**config.mk**
```make
export PLATFORM = sky130hd
export DESIGN_NAME = eeprom_page_transfer_splitter_core
export DESIGN_NICKNAME = d
export VERILOG_FILES = /design/src/sv/eepts_pkg.sv /design/src/sv/eeprom_page_transfer_splitter_core.sv /design/src/sv/eepts_front.sv /design/src/sv/eepts_queue.sv /design/src/sv/eepts_back.sv
export SDC_FILE = /design/constraint.sdc
export NUM_CORES = 1
export LEC_CHECK = 0
export BUFFER_PORTS_ARGS = -buffer_cell sky130_fd_sc_hd__buf_2
export CAP_MARGIN = 30
export CORE_MARGIN = 10
export CORE_UTILIZATION = 30
export DETAILED_ROUTE_END_ITERATION = 7
export GPL_TIMING_DRIVEN = 0
export PLACE_DENSITY = 0.47
export SETUP_SLACK_MARGIN = 0.02
export SLEW_MARGIN = 20
export SYNTH_ARGS = -nofsm -noshare
export SYNTH_HDL_FRONTEND = slang
export SYNTH_SLANG_ARGS = --single-unit
```
**constraint.sdc**
```tcl
create_clock -name i_clk -period 5.85 [get_ports i_clk]
set_clock_uncertainty 0.05 [all_clocks]
set_input_delay 0.2925 -clock i_clk [delete_from_list [all_inputs] [get_ports i_clk]]
set_output_delay 0.2925 -clock i_clk [all_outputs]
set_load 0.05 [all_outputs]
```
**src/sv/eepts_pkg.sv**
```systemverilog
// ----------------------------------------------------------------------------
// eepts_pkg
// Shared types, constants and helpers for the EEPROM page transfer splitter.
// ----------------------------------------------------------------------------
package eepts_pkg;

    // Sizing
    localparam int P_MAX_REQUEST_LEN = 256;
    localparam int P_ADDRESS_BITS    = 18;
    localparam logic [17:0] P_ADDR_MASK = 18'((64'd1 << P_ADDRESS_BITS) - 64'd1);
    localparam logic [3:0]  P_NUM_CODES      = 4'd12;
    localparam logic [3:0]  P_WIDE_FROM_CODE = 4'd5;

    // Status codes
    localparam logic [1:0] ST_OK          = 2'd0;
    localparam logic [1:0] ST_OVER_CAP    = 2'd1;
    localparam logic [1:0] ST_BAD_CAP     = 2'd2;
    localparam logic [1:0] ST_TOO_LONG    = 2'd3;

    // Configuration register indexes
    localparam logic [1:0] CFG_CAPACITY   = 2'd0;
    localparam logic [1:0] CFG_BASE_DEV   = 2'd1;
    localparam logic [1:0] CFG_OVF_EN     = 2'd2;

    // Request request type codes
    localparam logic REQ_WRITE = 1'b0;
    localparam logic REQ_READ  = 1'b1;

    typedef struct packed {
        logic        req_type;
        logic [17:0] start_address;
        logic [8:0]  byte_count;
    } t_req;

    typedef struct packed {
        logic [1:0]  status;
        logic [6:0]  device_address;
        logic [15:0] word_address;
        logic        wide_word_address;
        logic [8:0]  transfer_length;
        logic        last_transfer;
    } t_rsp;

    // Live configuration
    typedef struct packed {
        logic [3:0] capacity_code;
        logic [6:0] base_device_address;
        logic       overflow_check_enable;
    } t_cfg;

    // Classified job handed from the front end to the back end
    typedef struct packed {
        logic [1:0]  status;
        logic [17:0] addr;
        logic [8:0]  count;
        logic        split;
    } t_job;

    // Page size in bytes for each supported capacity code
    function automatic logic [8:0] page_bytes(input logic [3:0] code);
        logic [8:0] pb;
        case (code)
            4'd0, 4'd1:       pb = 9'd8;
            4'd2, 4'd3, 4'd4: pb = 9'd16;
            4'd5, 4'd6:       pb = 9'd32;
            4'd7, 4'd8:       pb = 9'd64;
            4'd9:             pb = 9'd128;
            default:          pb = 9'd256;
        endcase
        return pb;
    endfunction

endpackage

```
**src/sv/eeprom_page_transfer_splitter_core.sv**
```systemverilog
// ----------------------------------------------------------------------------
// eeprom_page_transfer_splitter_core
// Plans serial EEPROM bus transfers for read and page-split write requests.
// ----------------------------------------------------------------------------
// A request moves through the job queue, job registers and output register.
// Beats: one beat per cycle while the sink does not stall; a request gives
//   1 to 33 transfers, planned by the back-end job walk.
// A two-entry job queue lets requests be accepted while the back end works.
// Reset: synchronous, active low; clears control state and the config
//   registers to capacity code 0, base address 80, overflow check on.
module eeprom_page_transfer_splitter_core (
    input  logic             i_clk,
    input  logic             i_rst_n,
    input  logic             i_cfg_wr_en,
    input  logic [1:0]       i_cfg_index,
    input  logic [6:0]       i_cfg_wdata,
    input  logic             i_in_valid,
    output logic             o_in_stall,
    input  eepts_pkg::t_req  i_in_data,
    output logic             o_out_valid,
    input  logic             i_out_stall,
    output eepts_pkg::t_rsp  o_out_data
);

    eepts_pkg::t_cfg r_cfg;
    logic            q_full;
    logic            q_valid;
    logic            push;
    logic            pop;
    eepts_pkg::t_job front_job;
    eepts_pkg::t_job q_job;

    // Configuration registers
    always_ff @(posedge i_clk) begin
        if (!i_rst_n) begin
            r_cfg.capacity_code         <= 4'd0;
            r_cfg.base_device_address   <= 7'd80;
            r_cfg.overflow_check_enable <= 1'b1;
        end else if (i_cfg_wr_en) begin
            case (i_cfg_index)
                eepts_pkg::CFG_CAPACITY: r_cfg.capacity_code <= i_cfg_wdata[3:0];
                eepts_pkg::CFG_BASE_DEV: r_cfg.base_device_address <= i_cfg_wdata;
                eepts_pkg::CFG_OVF_EN:   r_cfg.overflow_check_enable <= i_cfg_wdata[0];
                default: ;
            endcase
        end
    end

    assign o_in_stall = q_full;

    eepts_front u_front (
        .i_in_valid (i_in_valid),
        .i_in_data  (i_in_data),
        .i_cfg      (r_cfg),
        .i_q_full   (q_full),
        .o_push     (push),
        .o_job      (front_job)
    );

    eepts_queue u_queue (
        .i_clk   (i_clk),
        .i_rst_n (i_rst_n),
        .i_push  (push),
        .i_job   (front_job),
        .i_pop   (pop),
        .o_full  (q_full),
        .o_valid (q_valid),
        .o_job   (q_job)
    );

    eepts_back u_back (
        .i_clk       (i_clk),
        .i_rst_n     (i_rst_n),
        .i_cfg       (r_cfg),
        .i_q_valid   (q_valid),
        .i_q_job     (q_job),
        .o_pop       (pop),
        .o_out_valid (o_out_valid),
        .i_out_stall (i_out_stall),
        .o_out_data  (o_out_data)
    );

endmodule

```
**src/sv/eepts_front.sv**
```systemverilog
// ----------------------------------------------------------------------------
// eepts_front
// Accepts requests, runs the error checks and classifies each request into a
// job for the back end: an error, a single transfer or a page-split write.
// ----------------------------------------------------------------------------
module eepts_front (
    input  logic             i_in_valid,
    input  eepts_pkg::t_req  i_in_data,
    input  eepts_pkg::t_cfg  i_cfg,
    input  logic             i_q_full,
    output logic             o_push,
    output eepts_pkg::t_job  o_job
);

    logic [17:0] start;
    logic [18:0] end_addr;
    logic [18:0] capacity;

    assign start    = i_in_data.start_address & eepts_pkg::P_ADDR_MASK;
    assign end_addr = {1'b0, start} + {10'd0, i_in_data.byte_count};
    assign capacity = 19'd128 << i_cfg.capacity_code;

    // Error precedence: capacity code, length, then overflow
    always_comb begin
        o_job.addr  = start;
        o_job.count = i_in_data.byte_count;
        o_job.split = 1'b0;
        if (i_cfg.capacity_code >= eepts_pkg::P_NUM_CODES) begin
            o_job.status = eepts_pkg::ST_BAD_CAP;
        end else if ({1'b0, i_in_data.byte_count} >
                     10'(eepts_pkg::P_MAX_REQUEST_LEN)) begin
            o_job.status = eepts_pkg::ST_TOO_LONG;
        end else if (i_cfg.overflow_check_enable && (end_addr > capacity)) begin
            o_job.status = eepts_pkg::ST_OVER_CAP;
        end else begin
            o_job.status = eepts_pkg::ST_OK;
            o_job.split  = (i_in_data.req_type == eepts_pkg::REQ_WRITE) &&
                           (i_in_data.byte_count != 9'd0);
        end
    end

    assign o_push = i_in_valid && !i_q_full;

endmodule

```
**src/sv/eepts_queue.sv**
```systemverilog
// ----------------------------------------------------------------------------
// eepts_queue
// Two-entry job queue between the front end and the back end.
// ----------------------------------------------------------------------------
module eepts_queue (
    input  logic             i_clk,
    input  logic             i_rst_n,
    input  logic             i_push,
    input  eepts_pkg::t_job  i_job,
    input  logic             i_pop,
    output logic             o_full,
    output logic             o_valid,
    output eepts_pkg::t_job  o_job
);

    eepts_pkg::t_job r_mem [2];
    logic       r_wr_ptr, n_wr_ptr;
    logic       r_rd_ptr, n_rd_ptr;
    logic [1:0] r_count,  n_count;

    assign o_full  = (r_count == 2'd2);
    assign o_valid = (r_count != 2'd0);
    assign o_job   = r_mem[r_rd_ptr];

    // Pointer and fill bookkeeping
    always_comb begin
        n_wr_ptr = r_wr_ptr ^ i_push;
        n_rd_ptr = r_rd_ptr ^ i_pop;
        n_count  = r_count + {1'b0, i_push} - {1'b0, i_pop};
    end

    always_ff @(posedge i_clk) begin
        if (!i_rst_n) begin
            r_wr_ptr <= 1'b0;
            r_rd_ptr <= 1'b0;
            r_count  <= 2'd0;
        end else begin
            r_wr_ptr <= n_wr_ptr;
            r_rd_ptr <= n_rd_ptr;
            r_count  <= n_count;
        end
    end

    // Storage
    always_ff @(posedge i_clk) begin
        if (i_push) begin
            r_mem[r_wr_ptr] <= i_job;
        end
    end

endmodule

```
**src/sv/eepts_back.sv**
```systemverilog
// ----------------------------------------------------------------------------
// eepts_back
// Walks one job at a time, one planned transfer per cycle unless stalled,
// into an output register that holds a finished beat while the sink stalls.
// ----------------------------------------------------------------------------
module eepts_back (
    input  logic             i_clk,
    input  logic             i_rst_n,
    input  eepts_pkg::t_cfg  i_cfg,
    input  logic             i_q_valid,
    input  eepts_pkg::t_job  i_q_job,
    output logic             o_pop,
    output logic             o_out_valid,
    input  logic             i_out_stall,
    output eepts_pkg::t_rsp  o_out_data
);

    logic            r_busy;
    logic [1:0]      r_status;
    logic [17:0]     r_addr;
    logic [8:0]      r_left;
    logic            r_split;
    logic            r_out_valid;
    eepts_pkg::t_rsp r_out;

    logic            emit;
    logic            last;
    logic            wide;
    logic [8:0]      page;
    logic [8:0]      room;
    logic [8:0]      xfer;
    eepts_pkg::t_rsp rsp;

    // Transfer size: bytes up to the page end, capped by what is left
    assign page = eepts_pkg::page_bytes(i_cfg.capacity_code);
    assign room = page - {1'b0, r_addr[7:0] & (page[7:0] - 8'd1)};
    assign xfer = (room > r_left) ? r_left : room;
    assign last = !r_split || (xfer == r_left);
    assign wide = (i_cfg.capacity_code >= eepts_pkg::P_WIDE_FROM_CODE);

    assign emit  = r_busy && (!r_out_valid || !i_out_stall);
    assign o_pop = i_q_valid && (!r_busy || (emit && last));

    // Result beat
    always_comb begin
        rsp.status          = r_status;
        rsp.last_transfer   = last;
        if (r_status != eepts_pkg::ST_OK) begin
            rsp.device_address    = 7'd0;
            rsp.word_address      = 16'd0;
            rsp.wide_word_address = 1'b0;
            rsp.transfer_length   = 9'd0;
        end else begin
            rsp.wide_word_address = wide;
            rsp.transfer_length   = r_split ? xfer : r_left;
            if (wide) begin
                rsp.device_address = i_cfg.base_device_address |
                                     {5'd0, r_addr[17:16]};
                rsp.word_address   = r_addr[15:0];
            end else begin
                rsp.device_address = i_cfg.base_device_address |
                                     {4'd0, r_addr[10:8]};
                rsp.word_address   = {8'd0, r_addr[7:0]};
            end
        end
    end

    // Job walk
    always_ff @(posedge i_clk) begin
        if (!i_rst_n) begin
            r_busy <= 1'b0;
        end else if (o_pop) begin
            r_busy <= 1'b1;
        end else if (emit && last) begin
            r_busy <= 1'b0;
        end
    end

    always_ff @(posedge i_clk) begin
        if (o_pop) begin
            r_status <= i_q_job.status;
            r_addr   <= i_q_job.addr;
            r_left   <= i_q_job.count;
            r_split  <= i_q_job.split;
        end else if (emit) begin
            r_addr <= (r_addr + {9'd0, xfer}) & eepts_pkg::P_ADDR_MASK;
            r_left <= r_left - xfer;
        end
    end

    // Output register
    always_ff @(posedge i_clk) begin
        if (!i_rst_n) begin
            r_out_valid <= 1'b0;
        end else if (emit) begin
            r_out_valid <= 1'b1;
        end else if (!i_out_stall) begin
            r_out_valid <= 1'b0;
        end
    end

    always_ff @(posedge i_clk) begin
        if (emit) begin
            r_out <= rsp;
        end
    end

    assign o_out_valid = r_out_valid;
    assign o_out_data  = r_out;

endmodule
```
==> results.cfg <==
[yosys]
yosys_warnings = 0
netlist_area_um2 = 8410
synth_edf_count = 126
synth_top_flop_cell = edfxtp_1
synth-seq-cells = 151
synth_area_per_cell_um2 = 11.4
synth-async-reset-ratio = 0
seq_area_frac_synth = 0.509
ys_types = 62
synthCells = 738
syn-num-nets = 839

[clock_network]
cts_tree = yes
clk_pin_slew_ps = 70
cts_buffer_depth = 2
root_buffer = clkbuf_16
cts_sinks = 151
htreeDepth = 4
hold_buffers = 0
clk_latency_ps = 430
numCtsBuffers = 17

[sta]
finalHoldViolations = 0
slew_headroom = 0.429
setup_viol = 0
worstMarginPinSlew_ps = 855
fin_crit_sh = 0.938
fin_ws_ps = 363
maxSlewViolCount = 0
fmax_mhz = 182
period_minus_slack_ps = 5490
final.setup.tns_ps = 0

[floorplan]
die_y_um = 187
pin_count = 80
start_util = 0.304
dieArea_um2 = 35100
row_count = 61
core_area_um2 = 27700
die_x_um = 187

[power]
power_leakage_nw = 3.99
power_density_nw_per_um2 = 637
power_mw = 6.48
ir_drop_mv = 0.294

[hold_path]
hp-class = input pin to register

[global_route]
grt_util_met1 = 0.161
grt_pass1_vias = 5806
antenna_found_initial = 1
use_met3 = 0.0198
grt_max_degree = 23
grt_util_all_layers = 0.118
busiest_layer = met2
grt.overflow.total = 0
grt_first_pass_wirelength_um = 32600
use_met2 = 0.184

[detailed_routing]
dr.pass1.iters = 4
routedWlPerCell_um = 16.8
vias_per_cell = 4.67
vias = 5772
drtAntennaViolNets = 0
drt_iter0_drc = 267
wl_um = 20800
drc = 0

[finish]
drive_above_1_share = 0.189
fin_nets = 945
areaGrowthSynthToFinish_pct = 20.9
antenna_cells = 0
utilization = 0.367
nFillCells = 2753

[run_status]
status = completed

[worst_setup_path]
regToRegSetupSlack_ps = 360
r2r_end = u_back.r_addr[0]
cp.required_ps = 5980
crit_path_start = u_back.page[3]
r2r_cells = 25
cp-end-kind = register
worstSetupPathType = register to register
timing.rr.start = u_back.page[3]
startpoint_type = register
crit_end = u_back.r_addr[0]
crit_fanout = 10
crit_arrival_ps = 5620

[placed_design]
port-buffer-count = 79
preCtsSetupSlack_ps = -594
place_congestion = 0.801
dpl.hpwl_um = 16100

[job]
maxCapViolCount = 0
critical path, cell delays in order, from the launching register on:
cell	delay, ps
dfxtp_4	380
inv_1	100
ha_2	240
nand2_1	80
xnor2_1	130
nand2_1	70
ha_1	340
a31o_2	290
a31oi_1	180
xor2_1	250
ha_1	320
nand4_1	120
nor2_1	60
a21oi_2	180
a21boi_4	300
nor2_1	60
a21oi_1	280
inv_1	80
ha_1	310
nand4_1	90
or2_2	380
nor3_4	170
nor2_1	100
a21oi_2	130
buf_6	210
mux2_1	330
per-layer routing:
metal	vias to the layer above	wire, um
met1	2728	10300
met5	-	0
li1	2928	-
met3	22	692
met2	94	9450
met4	0	316
cell families (layout without fill, tap and decap cells):
logic type,Yosys count,after routing,share of synthesized area
AOI/OAI and AO/OA,136,136,0.105
xor gates and xnor gates,46,46,0.0479
adders and majority gates,59,59,0.0904
buffers and inverters,60,179,0.0315
DFF,151,151,0.509
muxes,74,74,0.0894
and+or+nand+nor,212,212,0.126
stage by stage:
step / cells / hold WS [ps] / instance area (um^2)
floorplan: 738 / 304 / 8410
global placement: 1195 / 399 / 9280
detailed placement: 1199 / 409 / 9420
CTS: 1233 / 9.07 / 10100
global route: 1235 / 15.6 / 10200
finish: 1235 / 32.9 / 10200
power by group:
group	leakage, nW	internal (mW)	switching [mW]
Sequential	1.41	1.65	0.195
Combinational	2.30	1.45	2.08
Clock	0.281	0.606	0.499
synthesized netlist by cell type (6+ instances only):
master / number / area (um^2)
a211oi_1: 12 / 90.1
a21o_1: 10 / 75.1
a21oi_1: 39 / 195
and2_1: 23 / 144
and3_1: 6 / 37.5
clkbuf_1: 10 / 37.5
dfxtp_1: 25 / 500
edfxtp_1: 126 / 3780
ha_1: 56 / 701
inv_1: 46 / 173
mux2_2: 7 / 78.8
mux2i_1: 65 / 651
nand2_1: 48 / 180
nand2b_1: 10 / 62.6
nand3_1: 13 / 65.1
nand4_1: 7 / 43.8
nor2_1: 59 / 221
nor2b_1: 13 / 81.3
nor3_1: 12 / 60.1
o21a_1: 8 / 60.1
o21ai_0: 26 / 130
xnor2_1: 18 / 158
xor2_1: 28 / 245
worst min-delay path by stage:
| stage | slack, ps | from | end | cells past startpoint |
|---|---|---|---|---|
| after floorplan | 300 | i_rst_n | r_cfg[0] | 1 |
| after global placement | 400 | r_cfg[7] | r_cfg[7] | 2 |
| after detailed placement | 410 | r_cfg[7] | r_cfg[7] | 2 |
| after CTS | 9 | i_in_data[9] | u_queue.r_mem[0][10] | 1 |
| after global routing | 20 | i_in_data[9] | u_queue.r_mem[0][10] | 1 |
| final | 30 | i_cfg_wdata[6] | r_cfg[7] | 3 |
registers in the layout, summed over array words and instances, names as in the netlist, named ones only:
name	cells
r_cfg	12
u_back.o_out_data	36
u_back.o_out_valid	1
u_back.page	6
u_back.r_addr	18
u_back.r_busy	1
u_back.r_left	9
u_back.r_split	1
u_back.r_status	2
u_queue.r_count	2
u_queue.r_mem	60
u_queue.r_rd_ptr	1
u_queue.r_wr_ptr	1
repair_timing:
| item | 4_1_cts | 5_1_grt |
|---|---|---|
| hold endpoints to repair | 0 | 0 |
| resized for setup | 10 | 24 |
| buffers inserted | 2 | 2 |
| pin swaps | 1 | 3 |
| endpoints found under the setup margin | 34 | 33 |
placed cells by master, fill, tap and decap left out, drive strengths merged, types with 5 or more instances in the layout:
| cell type | count |
|---|---|
| a21o | 10 |
| and2 | 24 |
| and3 | 6 |
| xor2 | 28 |
| mux2 | 9 |
| o21a | 8 |
| xnor2 | 18 |
| buf | 92 |
| a21oi | 40 |
| clkbuf | 26 |
| ha | 56 |
| nor3 | 12 |
| nor2b | 13 |
| o21bai | 5 |
| o21ai | 27 |
| nand2b | 10 |
| a31oi | 5 |
| inv | 54 |
| dfxtp | 25 |
| edfxtp | 126 |
| nand3 | 13 |
| nor3b | 6 |
| a211oi | 12 |
| nand4 | 7 |
| nor4 | 5 |
| nand2 | 48 |
| nor2 | 59 |
| mux2i | 65 |
cell type report:
| cell class | count | area [um^2] | share of cell area |
|---|---|---|---|
| plain buffers | 14 | 100 | 0.00984 |
| clock buffers | 17 | 425 | 0.0418 |
| clock inverters | 15 | 163 | 0.0160 |
| inverters | 46 | 173 | 0.0170 |
| multi-input cells | 527 | 4010 | 0.395 |
| flip-flops and latches | 151 | 4290 | 0.422 |
| well taps | 378 | 473 | 0.0465 |
| repair buffers | 87 | 536 | 0.0526 |
(Power assumes the default switching activity.)
